**config.mk**
```make
export PLATFORM = sky130hd
export DESIGN_NAME = request_tag_tracker_top_flat
export DESIGN_NICKNAME = d
export VERILOG_FILES = /design/src/hdl/rtt_pkg.sv /design/src/hdl/rtt_req_if.sv /design/src/hdl/rtt_rsp_if.sv /design/src/hdl/rtt_ram.sv /design/src/hdl/rtt_csr.sv /design/src/hdl/rtt_engine.sv /design/src/hdl/request_tag_tracker_top.sv /design/src/flat_wrapper.sv
export SDC_FILE = /design/constraint.sdc
export NUM_CORES = 1
export LEC_CHECK = 0
export BUFFER_PORTS_ARGS = -buffer_cell sky130_fd_sc_hd__buf_2
export CAP_MARGIN = 20
export CORE_ASPECT_RATIO = 2
export CORE_UTILIZATION = 45
export DETAILED_ROUTE_END_ITERATION = 8
export HOLD_SLACK_MARGIN = 0.02
export SYNTH_ARGS = -nofsm -noshare
export SYNTH_HDL_FRONTEND = slang
export SYNTH_SLANG_ARGS = --single-unit
```
**constraint.sdc**
```tcl
create_clock -name clock -period 22.9 [get_ports clock]
set_clock_uncertainty 0.05 [all_clocks]
set_input_delay 2.29 -clock clock [delete_from_list [all_inputs] [get_ports clock]]
set_output_delay 2.29 -clock clock [all_outputs]
set_load 0.01 [all_outputs]
```
**src/hdl/rtt_pkg.sv**
```systemverilog
// Shared types, codes and constants of the request tag tracker.
// Used by the register block, the engine, the top level and the checker.
// No dependencies.
package rtt_pkg;

   // Default number of tracking slots.
   localparam int RTT_SLOTS = 8;

   // Id that no live request carries.
   localparam logic [15:0] INVALID_REQUEST_ID = 16'hFFFF;

   // Slot state codes; codes from ST_ERR_MIN upward are error states.
   localparam logic [3:0] ST_FREE    = 4'd0;
   localparam logic [3:0] ST_PENDING = 4'd1;
   localparam logic [3:0] ST_READY   = 4'd2;
   localparam logic [3:0] ST_TIMEOUT = 4'd3;
   localparam logic [3:0] ST_ERR_MIN = 4'd4;

   // Register block constants.
   localparam int          CSR_AW               = 2;
   localparam logic [1:0]  CSR_ADDR_TIMEOUT     = 2'd0;
   localparam logic [31:0] TIMEOUT_TICKS_RESET  = 32'd1000;

   // Input commands.
   typedef enum logic [2:0] {
      CMD_ALLOC    = 3'd0,
      CMD_CANCEL   = 3'd1,
      CMD_RESPONSE = 3'd2,
      CMD_TICK     = 3'd3,
      CMD_RELEASE  = 3'd4,
      CMD_CLEAR    = 3'd5
   } cmd_type;

   // Result kinds.
   typedef enum logic [2:0] {
      KIND_ALLOC    = 3'd0,
      KIND_CANCEL   = 3'd1,
      KIND_RESPONSE = 3'd2,
      KIND_TIMEOUT  = 3'd3,
      KIND_ACK      = 3'd4
   } kind_type;

   // One accepted input item, as held by the engine.
   typedef struct packed {
      cmd_type     cmd;
      logic [15:0] request_id;
      logic [31:0] now;
      logic        is_error;
      logic [3:0]  error_code;
      logic [2:0]  slot_sel;
   } item_type;

   // One result item.
   typedef struct packed {
      kind_type    kind;
      logic        status;
      logic [2:0]  slot_index;
      logic [15:0] assigned_id;
      logic [3:0]  slot_state_out;
      logic        last;
   } rsp_type;

   // One slot as stored in the slot memory.
   typedef struct packed {
      logic [3:0]  state;
      logic [15:0] id;
      logic [31:0] stamp;
   } entry_type;

   // Builds a result item.
   function automatic rsp_type make_rsp(kind_type kind, logic status, logic [2:0] slot,
                                        logic [15:0] id, logic [3:0] st, logic last);
      rsp_type r;
      r.kind           = kind;
      r.status         = status;
      r.slot_index     = slot;
      r.assigned_id    = id;
      r.slot_state_out = st;
      r.last           = last;
      return r;
   endfunction

endpackage

```
**src/hdl/rtt_req_if.sv**
```systemverilog
// Input channel of the request tag tracker: valid/ready handshake and item fields.
// No dependencies.
interface rtt_req_if;
   logic        valid;
   logic        ready;
   logic [2:0]  cmd;
   logic [15:0] request_id;
   logic [31:0] now;
   logic        is_error;
   logic [3:0]  error_code;
   logic [2:0]  slot_sel;

   modport source (output valid, output cmd, output request_id, output now,
                   output is_error, output error_code, output slot_sel, input ready);
   modport sink   (input valid, input cmd, input request_id, input now,
                   input is_error, input error_code, input slot_sel, output ready);
endinterface

```
**src/hdl/rtt_rsp_if.sv**
```systemverilog
// Result channel of the request tag tracker: valid/ready handshake and result fields.
// No dependencies.
interface rtt_rsp_if;
   logic        valid;
   logic        ready;
   logic [2:0]  kind;
   logic        status;
   logic [2:0]  slot_index;
   logic [15:0] assigned_id;
   logic [3:0]  slot_state_out;
   logic        last;

   modport source (output valid, output kind, output status, output slot_index,
                   output assigned_id, output slot_state_out, output last, input ready);
   modport sink   (input valid, input kind, input status, input slot_index,
                   input assigned_id, input slot_state_out, input last, output ready);
endinterface

```
**src/hdl/rtt_ram.sv**
```systemverilog
// Generic single-port-write, single-port-read RAM with a registered read.
// The read data holds while no read is enabled. No dependencies.
module rtt_ram #(
   parameter int WIDTH = 8,
   parameter int DEPTH = 8
) (
   input  logic                                 clock,
   input  logic                                 we,
   input  logic [((DEPTH > 1) ? $clog2(DEPTH) : 1)-1:0] waddr,
   input  logic [WIDTH-1:0]                     wdata,
   input  logic                                 re,
   input  logic [((DEPTH > 1) ? $clog2(DEPTH) : 1)-1:0] raddr,
   output logic [WIDTH-1:0]                     rdata
);

   logic [WIDTH-1:0] mem_ff [DEPTH];
   logic [WIDTH-1:0] rdata_ff;

   // Write port.
   always_ff @(posedge clock) begin
      if (we) begin
         mem_ff[waddr] <= wdata;
      end
   end

   // Registered read port.
   always_ff @(posedge clock) begin
      if (re) begin
         rdata_ff <= mem_ff[raddr];
      end
   end

   assign rdata = rdata_ff;

endmodule

```
**src/hdl/rtt_csr.sv**
```systemverilog
// Register block of the request tag tracker: the timeout register on an APB-style port.
// Depends on rtt_pkg.
module rtt_csr import rtt_pkg::*; (
   input  logic              clock,
   input  logic              reset,
   input  logic              psel,
   input  logic              penable,
   input  logic              pwrite,
   input  logic [CSR_AW-1:0] paddr,
   input  logic [31:0]       pwdata,
   output logic [31:0]       prdata,
   output logic              pready,
   output logic [31:0]       timeout_ticks
);

   logic [31:0] timeout_ff;
   logic [31:0] timeout_in;

   // Write in the access phase of an addressed transfer.
   always_comb begin
      timeout_in = timeout_ff;
      if (psel && penable && pwrite && (paddr == CSR_ADDR_TIMEOUT)) begin
         timeout_in = pwdata;
      end
   end

   always_ff @(posedge clock) begin
      if (reset) begin
         timeout_ff <= TIMEOUT_TICKS_RESET;
      end else begin
         timeout_ff <= timeout_in;
      end
   end

   // Read decode; unmapped addresses read as zero.
   always_comb begin
      unique case (paddr)
         CSR_ADDR_TIMEOUT: prdata = timeout_ff;
         default:          prdata = '0;
      endcase
   end

   assign pready        = 1'b1;
   assign timeout_ticks = timeout_ff;

endmodule

```
**src/hdl/rtt_engine.sv**
```systemverilog
// Command engine of the request tag tracker: slot memory, per-slot valid bits,
// the scan sequencer and the result register. Depends on rtt_pkg, rtt_ram and
// the channel interfaces.
module rtt_engine import rtt_pkg::*; #(
   parameter int SLOTS = RTT_SLOTS
) (
   input  logic             clock,
   input  logic             reset,
   input  logic [31:0]      timeout_ticks,
   rtt_req_if.sink          req,
   rtt_rsp_if.source        rsp
);

   localparam int AW = (SLOTS > 1) ? $clog2(SLOTS) : 1;
   localparam int PW = $clog2(SLOTS + 1);
   localparam int EW = $bits(entry_type);

   typedef enum logic [1:0] {
      S_IDLE,
      S_SCAN,
      S_FLUSH,
      S_EXEC
   } state_type;

   state_type         state_ff,      state_in;
   item_type          item_ff,       item_in;
   logic [SLOTS-1:0]  valid_ff,      valid_in;
   logic [15:0]       next_id_ff,    next_id_in;
   logic [PW-1:0]     rd_ptr_ff,     rd_ptr_in;
   logic              ev_valid_ff,   ev_valid_in;
   logic [AW-1:0]     ev_idx_ff,     ev_idx_in;
   logic              held_valid_ff, held_valid_in;
   logic [AW-1:0]     held_idx_ff,   held_idx_in;
   logic              rsp_valid_ff,  rsp_valid_in;
   rsp_type           rsp_data_ff,   rsp_data_in;

   logic              mem_we;
   entry_type         mem_wdata;
   logic              mem_re;
   logic [EW-1:0]     mem_rdata;
   entry_type         rd_entry;

   logic              ev_live;
   logic [3:0]        ev_state;
   logic [15:0]       ev_id;
   logic [31:0]       age;
   logic              hit;
   logic              is_last;
   logic              need_out;
   logic              out_free;
   logic [15:0]       alloc_id;
   logic [3:0]        resp_state;
   logic [AW-1:0]     sel_idx;

   // Slot memory: state, id and allocation stamp of every slot.
   rtt_ram #(
      .WIDTH (EW),
      .DEPTH (SLOTS)
   ) u_slot_ram (
      .clock (clock),
      .we    (mem_we),
      .waddr (ev_idx_ff),
      .wdata (mem_wdata),
      .re    (mem_re),
      .raddr (rd_ptr_ff[AW-1:0]),
      .rdata (mem_rdata)
   );

   assign rd_entry = entry_type'(mem_rdata);

   // A slot whose valid bit is clear reads as free with the invalid id.
   always_comb begin
      ev_live  = valid_ff[ev_idx_ff];
      ev_state = ev_live ? rd_entry.state : ST_FREE;
      ev_id    = ev_live ? rd_entry.id : INVALID_REQUEST_ID;
      age      = item_ff.now - rd_entry.stamp;
      is_last  = (ev_idx_ff == AW'(SLOTS - 1));
      alloc_id = (next_id_ff == INVALID_REQUEST_ID) ? 16'd0 : next_id_ff;
      if (!item_ff.is_error) begin
         resp_state = ST_READY;
      end else if (item_ff.error_code < ST_ERR_MIN) begin
         resp_state = ST_ERR_MIN;
      end else begin
         resp_state = item_ff.error_code;
      end
      sel_idx = AW'(item_ff.slot_sel);
   end

   // Match test of the slot under evaluation, per command.
   always_comb begin
      unique case (item_ff.cmd)
         CMD_ALLOC:    hit = (ev_state == ST_FREE);
         CMD_CANCEL:   hit = (ev_id == item_ff.request_id);
         CMD_RESPONSE: hit = (ev_id == item_ff.request_id) && (ev_state == ST_PENDING);
         CMD_TICK:     hit = (ev_state == ST_PENDING) && (age > timeout_ticks);
         default:      hit = 1'b0;
      endcase
   end

   // A scan step that produces a result waits for room in the result register.
   always_comb begin
      need_out = 1'b0;
      if (ev_valid_ff) begin
         if (item_ff.cmd == CMD_TICK) begin
            need_out = hit && held_valid_ff;
         end else begin
            need_out = hit || is_last;
         end
      end
   end

   assign out_free  = !rsp_valid_ff || rsp.ready;
   assign req.ready = (state_ff == S_IDLE);

   // Sequencer: next state, memory accesses and result loading.
   always_comb begin
      state_in      = state_ff;
      item_in       = item_ff;
      valid_in      = valid_ff;
      next_id_in    = next_id_ff;
      rd_ptr_in     = rd_ptr_ff;
      ev_valid_in   = ev_valid_ff;
      ev_idx_in     = ev_idx_ff;
      held_valid_in = held_valid_ff;
      held_idx_in   = held_idx_ff;
      rsp_valid_in  = rsp_valid_ff && !rsp.ready;
      rsp_data_in   = rsp_data_ff;
      mem_we        = 1'b0;
      mem_wdata     = '{state: ST_PENDING, id: alloc_id, stamp: item_ff.now};
      mem_re        = 1'b0;

      unique case (state_ff)
         S_IDLE: begin
            if (req.valid) begin
               item_in.cmd        = cmd_type'(req.cmd);
               item_in.request_id = req.request_id;
               item_in.now        = req.now;
               item_in.is_error   = req.is_error;
               item_in.error_code = req.error_code;
               item_in.slot_sel   = req.slot_sel;
               rd_ptr_in          = '0;
               ev_valid_in        = 1'b0;
               held_valid_in      = 1'b0;
               unique case (cmd_type'(req.cmd))
                  CMD_ALLOC, CMD_CANCEL, CMD_RESPONSE, CMD_TICK: state_in = S_SCAN;
                  CMD_RELEASE, CMD_CLEAR:                        state_in = S_EXEC;
                  default:                                       state_in = S_IDLE;
               endcase
            end
         end

         S_SCAN: begin
            if (!need_out || out_free) begin
               // Read the next slot while the previous one is evaluated.
               mem_re      = (rd_ptr_ff < PW'(SLOTS));
               ev_valid_in = mem_re;
               if (mem_re) begin
                  rd_ptr_in = rd_ptr_ff + PW'(1);
                  ev_idx_in = rd_ptr_ff[AW-1:0];
               end
               if (ev_valid_ff) begin
                  unique case (item_ff.cmd)
                     CMD_ALLOC: begin
                        if (hit) begin
                           mem_we              = 1'b1;
                           valid_in[ev_idx_ff] = 1'b1;
                           next_id_in          = alloc_id + 16'd1;
                           rsp_valid_in        = 1'b1;
                           rsp_data_in = make_rsp(KIND_ALLOC, 1'b0, 3'(ev_idx_ff), alloc_id,
                                                  ST_PENDING, 1'b1);
                           state_in    = S_IDLE;
                        end else if (is_last) begin
                           rsp_valid_in = 1'b1;
                           rsp_data_in  = make_rsp(KIND_ALLOC, 1'b1, 3'd0, INVALID_REQUEST_ID,
                                                   ST_FREE, 1'b1);
                           state_in     = S_IDLE;
                        end
                     end
                     CMD_CANCEL: begin
                        if (hit) begin
                           valid_in[ev_idx_ff] = 1'b0;
                           rsp_valid_in        = 1'b1;
                           rsp_data_in = make_rsp(KIND_CANCEL, 1'b0, 3'(ev_idx_ff),
                                                  INVALID_REQUEST_ID, ST_FREE, 1'b1);
                           state_in    = S_IDLE;
                        end else if (is_last) begin
                           rsp_valid_in = 1'b1;
                           rsp_data_in  = make_rsp(KIND_CANCEL, 1'b1, 3'd0,
                                                   INVALID_REQUEST_ID, ST_FREE, 1'b1);
                           state_in     = S_IDLE;
                        end
                     end
                     CMD_RESPONSE: begin
                        if (hit) begin
                           mem_we       = 1'b1;
                           mem_wdata    = '{state: resp_state, id: INVALID_REQUEST_ID,
                                            stamp: item_ff.now};
                           rsp_valid_in = 1'b1;
                           rsp_data_in  = make_rsp(KIND_RESPONSE, 1'b0, 3'(ev_idx_ff),
                                                   INVALID_REQUEST_ID, resp_state, 1'b1);
                           state_in     = S_IDLE;
                        end else if (is_last) begin
                           rsp_valid_in = 1'b1;
                           rsp_data_in  = make_rsp(KIND_RESPONSE, 1'b1, 3'd0,
                                                   INVALID_REQUEST_ID, ST_FREE, 1'b1);
                           state_in     = S_IDLE;
                        end
                     end
                     CMD_TICK: begin
                        // Each expired slot is held back one step so that the
                        // final notice can carry the last flag.
                        if (hit) begin
                           valid_in[ev_idx_ff] = 1'b0;
                           if (held_valid_ff) begin
                              rsp_valid_in = 1'b1;
                              rsp_data_in  = make_rsp(KIND_TIMEOUT, 1'b0, 3'(held_idx_ff),
                                                      INVALID_REQUEST_ID, ST_TIMEOUT, 1'b0);
                           end
                           held_valid_in = 1'b1;
                           held_idx_in   = ev_idx_ff;
                        end
                        if (is_last) begin
                           state_in = S_FLUSH;
                        end
                     end
                     default: begin
                        state_in = S_IDLE;
                     end
                  endcase
               end
            end
         end

         S_FLUSH: begin
            // Send the held notice, if any, as the final result of the tick.
            if (!held_valid_ff) begin
               state_in = S_IDLE;
            end else if (out_free) begin
               rsp_valid_in  = 1'b1;
               rsp_data_in   = make_rsp(KIND_TIMEOUT, 1'b0, 3'(held_idx_ff),
                                        INVALID_REQUEST_ID, ST_TIMEOUT, 1'b1);
               held_valid_in = 1'b0;
               state_in      = S_IDLE;
            end
         end

         S_EXEC: begin
            if (out_free) begin
               state_in = S_IDLE;
               unique case (item_ff.cmd)
                  CMD_RELEASE: begin
                     rsp_valid_in = 1'b1;
                     if (32'(item_ff.slot_sel) < 32'(SLOTS)) begin
                        valid_in[sel_idx] = 1'b0;
                        rsp_data_in = make_rsp(KIND_ACK, 1'b0, item_ff.slot_sel,
                                               INVALID_REQUEST_ID, ST_FREE, 1'b1);
                     end else begin
                        rsp_data_in = make_rsp(KIND_ACK, 1'b1, item_ff.slot_sel,
                                               INVALID_REQUEST_ID, ST_FREE, 1'b1);
                     end
                  end
                  CMD_CLEAR: begin
                     valid_in     = '0;
                     next_id_in   = INVALID_REQUEST_ID;
                     rsp_valid_in = 1'b1;
                     rsp_data_in  = make_rsp(KIND_ACK, 1'b0, 3'd0, INVALID_REQUEST_ID,
                                             ST_FREE, 1'b1);
                  end
                  default: begin
                     rsp_valid_in = 1'b0;
                  end
               endcase
            end
         end

         default: begin
            state_in = S_IDLE;
         end
      endcase
   end

   // State and registered outputs.
   always_ff @(posedge clock) begin
      if (reset) begin
         state_ff      <= S_IDLE;
         valid_ff      <= '0;
         next_id_ff    <= INVALID_REQUEST_ID;
         ev_valid_ff   <= 1'b0;
         held_valid_ff <= 1'b0;
         rsp_valid_ff  <= 1'b0;
         rd_ptr_ff     <= '0;
      end else begin
         state_ff      <= state_in;
         valid_ff      <= valid_in;
         next_id_ff    <= next_id_in;
         ev_valid_ff   <= ev_valid_in;
         held_valid_ff <= held_valid_in;
         rsp_valid_ff  <= rsp_valid_in;
         rd_ptr_ff     <= rd_ptr_in;
      end
      item_ff     <= item_in;
      ev_idx_ff   <= ev_idx_in;
      held_idx_ff <= held_idx_in;
      rsp_data_ff <= rsp_data_in;
   end

   // Result channel.
   assign rsp.valid          = rsp_valid_ff;
   assign rsp.kind           = rsp_data_ff.kind;
   assign rsp.status         = rsp_data_ff.status;
   assign rsp.slot_index     = rsp_data_ff.slot_index;
   assign rsp.assigned_id    = rsp_data_ff.assigned_id;
   assign rsp.slot_state_out = rsp_data_ff.slot_state_out;
   assign rsp.last           = rsp_data_ff.last;

endmodule

```
**src/hdl/request_tag_tracker_top.sv**
```systemverilog
// Request tag tracker: tracks outstanding requests in a table of slots.
// The req_ch channel takes one command item (allocate, cancel, response, tick,
// release, clear); the rsp_ch channel returns its result items, the final one
// marked by last. Both use valid/ready; an item moves when both are high.
// The timeout register sits on the APB-style port (address 0).
// Allocate, cancel and response scan the slot memory one slot per cycle until
// the first match, or to the last slot when nothing matches; the scan pauses
// while a result waits on the result register. A tick reads every slot, and
// each notice may wait on the result register. Release and clear need no scan.
// The pace is set by the single read port of the slot memory.
// Reset empties every slot at once through per-slot valid bits, restores the
// timeout to 1000 and restarts the id counter; no clearing pass is needed.
// When the receiver stalls, the result register holds its item and the scan
// pauses at the next slot that produces a result. A new item is taken as soon
// as the previous one has loaded its final result, even while it still waits.
// Depends on rtt_pkg, rtt_req_if, rtt_rsp_if, rtt_csr and rtt_engine.
module request_tag_tracker_top import rtt_pkg::*; #(
   parameter int SLOTS = RTT_SLOTS
) (
   input  logic              clock,
   input  logic              reset,
   rtt_req_if.sink           req_ch,
   rtt_rsp_if.source         rsp_ch,
   input  logic              psel,
   input  logic              penable,
   input  logic              pwrite,
   input  logic [CSR_AW-1:0] paddr,
   input  logic [31:0]       pwdata,
   output logic [31:0]       prdata,
   output logic              pready
);

   logic [31:0] timeout_ticks;

   // Configuration registers.
   rtt_csr u_csr (
      .clock         (clock),
      .reset         (reset),
      .psel          (psel),
      .penable       (penable),
      .pwrite        (pwrite),
      .paddr         (paddr),
      .pwdata        (pwdata),
      .prdata        (prdata),
      .pready        (pready),
      .timeout_ticks (timeout_ticks)
   );

   // Slot table and command sequencer.
   rtt_engine #(
      .SLOTS (SLOTS)
   ) u_engine (
      .clock         (clock),
      .reset         (reset),
      .timeout_ticks (timeout_ticks),
      .req           (req_ch),
      .rsp           (rsp_ch)
   );

endmodule

```
**src/flat_wrapper.sv**
```systemverilog
// flat-port wrapper written by rule: the top's interface ports become plain ports
module request_tag_tracker_top_flat import rtt_pkg::*;
#(
   parameter int SLOTS = RTT_SLOTS
)
  (clock, reset, psel, penable, pwrite, paddr, pwdata, prdata, pready, req_ch_valid, req_ch_cmd, req_ch_request_id, req_ch_now, req_ch_is_error, req_ch_error_code, req_ch_slot_sel, req_ch_ready, rsp_ch_valid, rsp_ch_kind, rsp_ch_status, rsp_ch_slot_index, rsp_ch_assigned_id, rsp_ch_slot_state_out, rsp_ch_last, rsp_ch_ready);
  rtt_req_if req_ch_i ();
  rtt_rsp_if rsp_ch_i ();
  input  logic clock;
  input  logic reset;
  input  logic psel;
  input  logic penable;
  input  logic pwrite;
  input  logic [CSR_AW-1:0] paddr;
  input  logic [31:0] pwdata;
  output logic [31:0] prdata;
  output logic pready;
  input wire logic [$bits(req_ch_i.valid)-1:0] req_ch_valid;
  input wire logic [$bits(req_ch_i.cmd)-1:0] req_ch_cmd;
  input wire logic [$bits(req_ch_i.request_id)-1:0] req_ch_request_id;
  input wire logic [$bits(req_ch_i.now)-1:0] req_ch_now;
  input wire logic [$bits(req_ch_i.is_error)-1:0] req_ch_is_error;
  input wire logic [$bits(req_ch_i.error_code)-1:0] req_ch_error_code;
  input wire logic [$bits(req_ch_i.slot_sel)-1:0] req_ch_slot_sel;
  output wire logic [$bits(req_ch_i.ready)-1:0] req_ch_ready;
  output wire logic [$bits(rsp_ch_i.valid)-1:0] rsp_ch_valid;
  output wire logic [$bits(rsp_ch_i.kind)-1:0] rsp_ch_kind;
  output wire logic [$bits(rsp_ch_i.status)-1:0] rsp_ch_status;
  output wire logic [$bits(rsp_ch_i.slot_index)-1:0] rsp_ch_slot_index;
  output wire logic [$bits(rsp_ch_i.assigned_id)-1:0] rsp_ch_assigned_id;
  output wire logic [$bits(rsp_ch_i.slot_state_out)-1:0] rsp_ch_slot_state_out;
  output wire logic [$bits(rsp_ch_i.last)-1:0] rsp_ch_last;
  input wire logic [$bits(rsp_ch_i.ready)-1:0] rsp_ch_ready;
  assign req_ch_i.valid = req_ch_valid;
  assign req_ch_i.cmd = req_ch_cmd;
  assign req_ch_i.request_id = req_ch_request_id;
  assign req_ch_i.now = req_ch_now;
  assign req_ch_i.is_error = req_ch_is_error;
  assign req_ch_i.error_code = req_ch_error_code;
  assign req_ch_i.slot_sel = req_ch_slot_sel;
  assign req_ch_ready = req_ch_i.ready;
  assign rsp_ch_valid = rsp_ch_i.valid;
  assign rsp_ch_kind = rsp_ch_i.kind;
  assign rsp_ch_status = rsp_ch_i.status;
  assign rsp_ch_slot_index = rsp_ch_i.slot_index;
  assign rsp_ch_assigned_id = rsp_ch_i.assigned_id;
  assign rsp_ch_slot_state_out = rsp_ch_i.slot_state_out;
  assign rsp_ch_last = rsp_ch_i.last;
  assign rsp_ch_i.ready = rsp_ch_ready;
  request_tag_tracker_top #(.SLOTS(SLOTS)) u_core (.clock(clock), .reset(reset), .req_ch(req_ch_i), .rsp_ch(rsp_ch_i), .psel(psel), .penable(penable), .pwrite(pwrite), .paddr(paddr), .pwdata(pwdata), .prdata(prdata), .pready(pready));
endmodule
```
==> results of run 1 <==
## worst max path at each step
stage,to,slack (ps),cells after the start
after CTS,u_core.u_engine.u_slot_ram.mem_ff[0][28],14260,26
after detailed placement,u_core.u_engine.u_slot_ram.mem_ff[0][21],14270,26
final,u_core.u_engine.u_slot_ram.mem_ff[0][37],14350,26
after global routing,u_core.u_engine.u_slot_ram.mem_ff[0][31],13720,26
after global placement,u_core.u_engine.u_slot_ram.mem_ff[0][22],14340,26
after floorplan,u_core.u_engine.u_slot_ram.mem_ff[0][0],12160,23
## synthesized netlist by cell type, drive strengths merged, types with 9 or more instances
library cell	count	area (um2)
mux4	104	2340
o211ai	10	85.1
inv	104	390
ha	70	876
buf	22	110
a22oi	12	90.1
o21ai	56	292
a21oi	79	399
o21a	14	105
edfxtp	561	16800
nor2	82	308
clkbuf	54	203
nand4	15	93.8
nand2b	9	63.8
xnor2	19	166
and3	15	93.8
a31oi	11	68.8
nor2b	21	139
nor3	57	290
a21o	24	180
nand3	24	120
dfxtp	65	1300
mux2	54	612
nand2	158	593
## power by group through the flow
| stage | Sequential, W | Combinational, W | Clock [W] |
|---|---|---|---|
| after floorplan | 0.00143 | 0.000353 | 0 |
| after global placement | 0.00145 | 0.000502 | 0 |
| after detailed placement | 0.00146 | 0.000514 | 0 |
| after CTS | 0.00143 | 0.000517 | 0.000956 |
| after global routing | 0.00144 | 0.000568 | 0.000993 |
| final | 0.00143 | 0.000514 | 0.000933 |
## placed cells by master, fill, tap and decap left out, types with 19 or more instances in the layout
master	instances
dfxtp_1	62
mux2_2	53
a21o_1	24
nor2b_1	20
o21ai_0	52
clkbuf_16	54
mux4_2	104
nor3_1	56
nand3_1	24
buf_4	23
ha_1	70
nand2_1	158
buf_2	161
nor2_1	75
a21oi_1	78
xnor2_1	19
inv_1	103
edfxtp_1	561
## tightest hold or removal path, stage by stage (launching register included)
cell and delay [ps]:
dfxtp_1 310, nand2_1 50, a21oi_1 50
## layer usage
layer / up-vias / global-route usage / wire length (um) / part of all wire
met4: 2 / 0.0927 / 2480 / 0.039
met2: 412 / 0.387 / 33400 / 0.53
met3: 124 / 0.0222 / 2260 / 0.036
li1: 7090 / - / - / -
met1: 7826 / 0.249 / 25000 / 0.40
met5: - / 0 / 13 / 0.00021
## cell type report
cell class | instances | area share
sequential | 626 | 0.599
multi-input combinational | 950 | 0.263
clock buffer | 60 | 0.0460
timing repair buffer | 185 | 0.0332
tap | 768 | 0.0317
clock inverter | 37 | 0.0133
inverter | 105 | 0.0130
## logic make-up (layout without fill, tap and decap cells)
logic type	Yosys count	in the layout
flops	626	626
simple gates	416	416
compound gates	276	276
buf+inv	181	387
mux	159	159
fa+ha+maj	72	72
xor+xnor	26	26
other cells	1	1
## per-stage QoR
stage | setup WS, ps | total power (W) | util | instances | hold WS [ps]
2_1_floorplan | 12160 | 0.00179 | - | 1757 | 371
3_3_place_gp | 14340 | 0.00195 | 0.484 | 2633 | 392
3_5_place_dp | 14270 | 0.00197 | 0.485 | 2634 | 397
4_1_cts | 14260 | 0.00290 | 0.515 | 2731 | 407
5_1_grt | 13720 | 0.00300 | 0.515 | 2731 | 419
6_report | 14350 | 0.00288 | 0.515 | 2731 | 408
## state kept, by name (all words and copies together), names as in the netlist, 4 cells and up, named ones only
signal	count
u_core.u_engine.u_slot_ram.rdata	52
u_core.u_engine.rd_ptr_ff	4
u_core.u_engine.u_slot_ram.mem_ff	416
u_core.u_engine.rsp.assigned_id	16
u_core.u_engine.next_id_ff	16
u_core.u_engine.item_ff	56
u_core.u_csr.timeout_ticks	32
u_core.u_engine.rsp.slot_state_out	4
==> results.md, run 1 <==
* Outcome: finished clean
* Worst Path Buf+Inv at 5
* EDFF count, synth at 561
* Seq pwr share at 0.497
* Initial antenna violation count at 1
* Arrival @ worst endpoint at slightly below 9000 ps
* Synth-to-Final Area Change at 13.2%
* Distinct cells, synth at 76
* VDD IR-drop max at between 0.05 and 0.06 mV
* Post_cts resized at 0
* Synth Area in Adders at 0.0339
* Multi-input logic area at 7980 um2
* Yosys warning count at 0
* Critical Path RT at 23,060 ps
* Kind of critical path: reg -> reg
* First-pass GRT wire length at about 96,000 um
* P_leak at approximately 11 nW
* Core area at 58,800 um2
* Hold Path Stages at 2
* Hold endpoint: u_core.u_csr.timeout_ticks[1]
* Hold Startpoint: u_core.u_csr.timeout_ticks[1]
* # Post-CTS Setup Buffers at 0
* Maximum clock path buffer count at 3
* Share of layout cells above drive strength 1 at 0.232
* Overall Global Routing Usage at 0.212
* Area post-placement at 28,500 um2
* Total CTS buffers at 52
* FILL cells at 4,931
* Worst r2r dst: u_core.u_engine.u_slot_ram.mem_ff[0][37]
* Combinational family with the most area after synthesis: multiplexers
* Post-DP HPWL at 40,600 um
* F_max at 0.117 GHz
* Iter 0 DRT Violations at about 1,200
* Synthesized instance count at 1,757
* Register area share after synthesis at 0.678
* Vias at 15,500
* Clock sink total at 626
* Final Hold Vio Count at 0
* Cell area after synthesis at 26,800 um2
* Post-synthesis xor/xnor area fraction at 0.00851
* Clk Tree Root Cell: clkbuf_16
* H-Tree Depth at 2
* Worst setup EP type: flop
* Port Buffers at 161
* DRC errors left at 0
* Period utilization at 0.374
* Largest net degree at the start of global routing at 70
* CP dominant cell by count: buf_4
* Die Footprint at 60,500 um2
* Die height at 347 um
* Syn avg cell area at roughly 15 um2
* Vias per cell at approximately 5.7
* Max incr delay on CP at 810 ps
* Slew headroom at 0.282
* Post-synthesis mux area share at 0.111
* Crit path launch type: flop
* Min Tclk post-route at 8550 ps
* Post-synth net total at 1,928
* Pwr dens at 95.0 nW/um2
* R2R Setup Slk at 14,350 ps
* CP top delay family: compound AO/OA/AOI/OAI gates
* Hold Path Class: reg -> reg
* Routability cong. at 0.900
* Unrepaired setup endpoints after global routing: false
* Final setup viols at 0
* Setup TNS at 0 ps
* Initial core utilization at 0.455
* DR pass1 iterations at 5
* Prevailing post-synth register cell: edfxtp_1
* CTS Hold Buffers Added at 0
* CTS tree: built
* Worst r2r path cells at 26
* Switching Fraction at 0.278
* Crit Path Max Fanout at 52
* Int Power at 0.00208 W
* Clk_lat worst skew at just over 600 ps
* Simple-gate share of the synthesized area at 0.0728
* Final Max Tran Viols at 0
* Nets at 2,091
* Vias in the first global route at 16,100
* Compound-gate portion of the synthesized area at 0.0692
* Crit-path slowest cell: a2111oi_0
* Antenna Nets Post-Route at 0
* Worst setup startpoint: u_core.u_engine.item_ff[8]
* Clock share of power at 0.324
* IO Pins at 163
* Die width at roughly 170 um
* Post-layout instance area at a little over 30,000 um2
* P_sw at 0.000801 W
* Worst r2r src: u_core.u_engine.item_ff[8]
* Grt ovf at 0
* Measured slew at the worst slew-check pin at 1070 ps
* Yosys reg bits at roughly 630
* Combinational power share at 0.179
* N_diodes at 0
* Worst-path clk slew at 70 ps
* WL final at 63,200 um
* FF+latch area at 18,200 um2
* Max-cap violations at 0
* Row cnt at 126
* FFs w/ async S/R, synth at 0
* Routed len/inst at ~23 um
No activity file was read; power rests on OpenSTA's default activity.
==> run 2: changes to the inputs <==
- clock period: 22.9 -> 8.5 ns (I/O delays scaled with it)
==> run 2 against run 1 <==
Routed wire length grew 2.4%. Combinational power grew to 2.9 times the previous value. Final area grew 1.2%. Critical path depth grew 2. Total power grew to 2.7 times the previous value. Setup slack lost 13000 ps. Worst hold slack lost 29 ps. Maximum frequency grew 18%. Die area is the same. Sequential power grew to 2.7 times the previous value. Register-to-register slack lost 13000 ps. Critical path type unchanged. Largest cell class unchanged. Highest routed layer is now met4.
==> results.md, run 2 (synthesis gave the netlist of run 1 again) <==
* Nets at 2,124 (was 2,091)
* Post-DP HPWL at 43,600 um (was 40,600 um)
* Initial core utilization at 0.455 (unchanged)
* Worst r2r dst: u_core.u_engine.rsp.assigned_id[4] (was u_core.u_engine.u_slot_ram.mem_ff[0][37])
* Row cnt at 126 (unchanged)
* N_diodes at 0 (unchanged)
* Measured slew at the worst slew-check pin at 1060 ps (was 1070 ps)
* Worst r2r path cells at 28 (was 26)
* CTS Hold Buffers Added at 0 (unchanged)
* Clock sink total at 626 (unchanged)
* Max-cap violations at 0 (unchanged)
* Max reg flops at 416 (unchanged)
* Most common cell after layout, fill and taps aside: edfxtp_1 (unchanged)
* Antenna Nets Post-Route at 0 (unchanged)
* Port Buffers at 161 (unchanged)
* Inst Count DP at 2,665 (was 2,634)
* First-pass GRT wire length at 98,300 um (was 96,200 um)
* Final Hold Vio Count at 0 (unchanged)
* Clock share of power at 0.312 (was 0.324)
* Worst setup startpoint: u_core.u_engine.item_ff[8] (unchanged)
* Vias in the first global route at 16,400 (was 16,100)
* Crit Path Max Fanout at 18 (was 52)
* CP dominant cell by count: buf_4 (unchanged)
* Synth-to-Final Area Change at 14.5% (was 13.2%)
* Iter 0 DRT Violations at 1,227 (was 1,220)
* Largest Register: u_core.u_engine.u_slot_ram.mem_ff (unchanged)
* Kind of critical path: reg -> reg (unchanged)
* # Post-CTS Setup Buffers at 0 (unchanged)
* Final Max Tran Viols at 0 (unchanged)
* H-Tree Depth at 2 (unchanged)
* Arrival @ worst endpoint at 7460 ps (was 8710 ps)
* Crit path launch type: flop (unchanged)
* IO Pins at 163 (unchanged)
* Seq pwr share at 0.497 (about the same)
* Vias per cell at 5.67 (was 5.66)
* Int Power at 0.00560 W (was 0.00208 W)
* Die Footprint at 60,500 um2 (unchanged)
* Hold Path Class: in -> reg (was reg -> reg)
* Final std cells w/o fill at 2,763 (was 2,731)
* Core area at 58,800 um2 (unchanged)
* Worst setup path endpoint: u_core.u_engine.rsp.assigned_id[4] (was u_core.u_engine.u_slot_ram.mem_ff[0][37])
* CTS tree: built (unchanged)
* F_max at 0.138 GHz (was 0.117 GHz)
* Grt ovf at 0 (unchanged)
* Maximum clock path buffer count at 3 (unchanged)
* VDD IR-drop max at 0.176 mV (was 0.0578 mV)
* Final setup viols at 0 (unchanged)
* Setup TNS at 0 ps (unchanged)
* Worst-path clk slew at 70 ps (about the same)
* Max incr delay on CP at 510 ps (was 810 ps)
* WL final at 64,700 um (was 63,200 um)
* FILL cells at 4,848 (was 4,931)
* Routability cong. at 0.901 (was 0.900)
* R2R Setup Slk at 1260 ps (was 14,350 ps)
* Outcome: finished clean (unchanged)
* Min Tclk post-route at 7240 ps (was 8550 ps)
* Die width at 174 um (unchanged)
* P_sw at 0.00217 W (was 0.000801 W)
* Slew headroom at 0.286 (was 0.282)
* Post_cts resized at 0 (unchanged)
* Die height at 347 um (unchanged)
* Crit-path slowest cell: edfxtp_1 (was a2111oi_0)
* Switching Fraction at 0.279 (was 0.278)
* Worst r2r src: u_core.u_engine.item_ff[8] (unchanged)
* DRC errors left at 0 (unchanged)
* Combinational power share at 0.191 (was 0.179)
* P_leak at 10.7 nW (was 10.5 nW)
* Pwr dens at 254 nW/um2 (was 95.0 nW/um2)
* Routed len/inst at 23.4 um (was 23.1 um)
* Vias at 15,700 (was 15,500)
* Total CTS buffers at 54 (was 52)
* Most frequent cells in the layout: edfxtp_1 (561), buf_2 (161), nand2_1 (158), mux4_2 (104), inv_1 (103) (unchanged)
* Unrepaired setup endpoints after global routing: false (unchanged)
* Clk Tree Root Cell: clkbuf_16 (unchanged)
* Period utilization at 0.852 (was 0.374)
* Clk_lat worst skew at 590 ps (was 610 ps)
* Initial antenna violation count at 3 (was 1)
* Critical Path RT at 8720 ps (was 23,060 ps)
* Worst setup EP type: flop (unchanged)
* Overall Global Routing Usage at 0.217 (was 0.212)
* DR pass1 iterations at 5 (unchanged)
* Largest net degree at the start of global routing at 70 (unchanged)
* Share of layout cells above drive strength 1 at 0.242 (was 0.232)
[run 2: power by group through the flow]
| stage | clock (W) | sequential (W) | combinational (W) |
|---|---|---|---|
| floorplan | 0 | 0.00386 | 0.000952 |
| global placement | 0 | 0.00393 | 0.00146 |
| detailed placement | 0 | 0.00393 | 0.00149 |
| CTS | 0.00248 | 0.00386 | 0.00150 |
| global route | 0.00259 | 0.00388 | 0.00165 |
| finish | 0.00242 | 0.00386 | 0.00149 |
[run 2: layout make-up]
cell class / count / area, um2 / area share
multi-input cells: 950 / 7990 / 0.261
repair buffers: 216 / 1420 / 0.0463
clock inverters: 32 / 259 / 0.00845
clock buffers: 66 / 1460 / 0.0477
flip-flops and latches: 626 / 18200 / 0.593
well taps: 768 / 961 / 0.0314
inverters: 105 / 394 / 0.0129
[run 2: worst min-delay path by stage]
stage                                              start                        endpoint  slack [ps]  cells after the start
after floorplan             u_core.u_engine.ev_idx_ff[0]  u_core.u_engine.held_idx_ff[0]         370                      0
after global placement    u_core.u_csr.timeout_ticks[25]  u_core.u_csr.timeout_ticks[25]         390                      2
after detailed placement  u_core.u_csr.timeout_ticks[29]  u_core.u_csr.timeout_ticks[29]         400                      2
after CTS                                  req_ch_now[8]     u_core.u_engine.item_ff[16]         340                      1
after global routing                      req_ch_now[11]     u_core.u_engine.item_ff[19]         350                      1
final                                     req_ch_now[11]     u_core.u_engine.item_ff[19]         380                      1
[run 2: metal layers]
| metal | GRT usage | vias to the layer above | routed length (um) |
|---|---|---|---|
| li1 | - | 7153 | - |
| met1 | 0.257 | 7904 | 25200 |
| met2 | 0.395 | 464 | 34200 |
| met3 | 0.0234 | 138 | 2560 |
| met4 | 0.0949 | 0 | 2750 |
| met5 | 0 | - | 0 |
[run 2: worst max-delay path: cells and delay by family (launching register included)]
kind | cells | cell delay [ps]
AOI/OAI and AO/OA | 11 | 2600
buffers and inverters | 7 | 1210
DFF | 1 | 510
xor gates and xnor gates | 1 | 100
adders and majority gates | 3 | 910
and+or+nand+nor | 6 | 1510
[run 2: metrics by stage]
| stage | instance area, um2 | hold WS [ps] | util | setup WS (ps) | power [W] |
|---|---|---|---|---|---|
| 2_1_floorplan | 26800 | 371 | - | 55.4 | 0.00481 |
| 3_3_place_gp | 28900 | 392 | 0.492 | 1420 | 0.00539 |
| 3_5_place_dp | 28900 | 397 | 0.492 | 1250 | 0.00542 |
| 4_1_cts | 30600 | 338 | 0.521 | 1200 | 0.00784 |
| 5_1_grt | 30600 | 349 | 0.521 | 882 | 0.00811 |
| 6_report | 30600 | 378 | 0.521 | 1260 | 0.00777 |
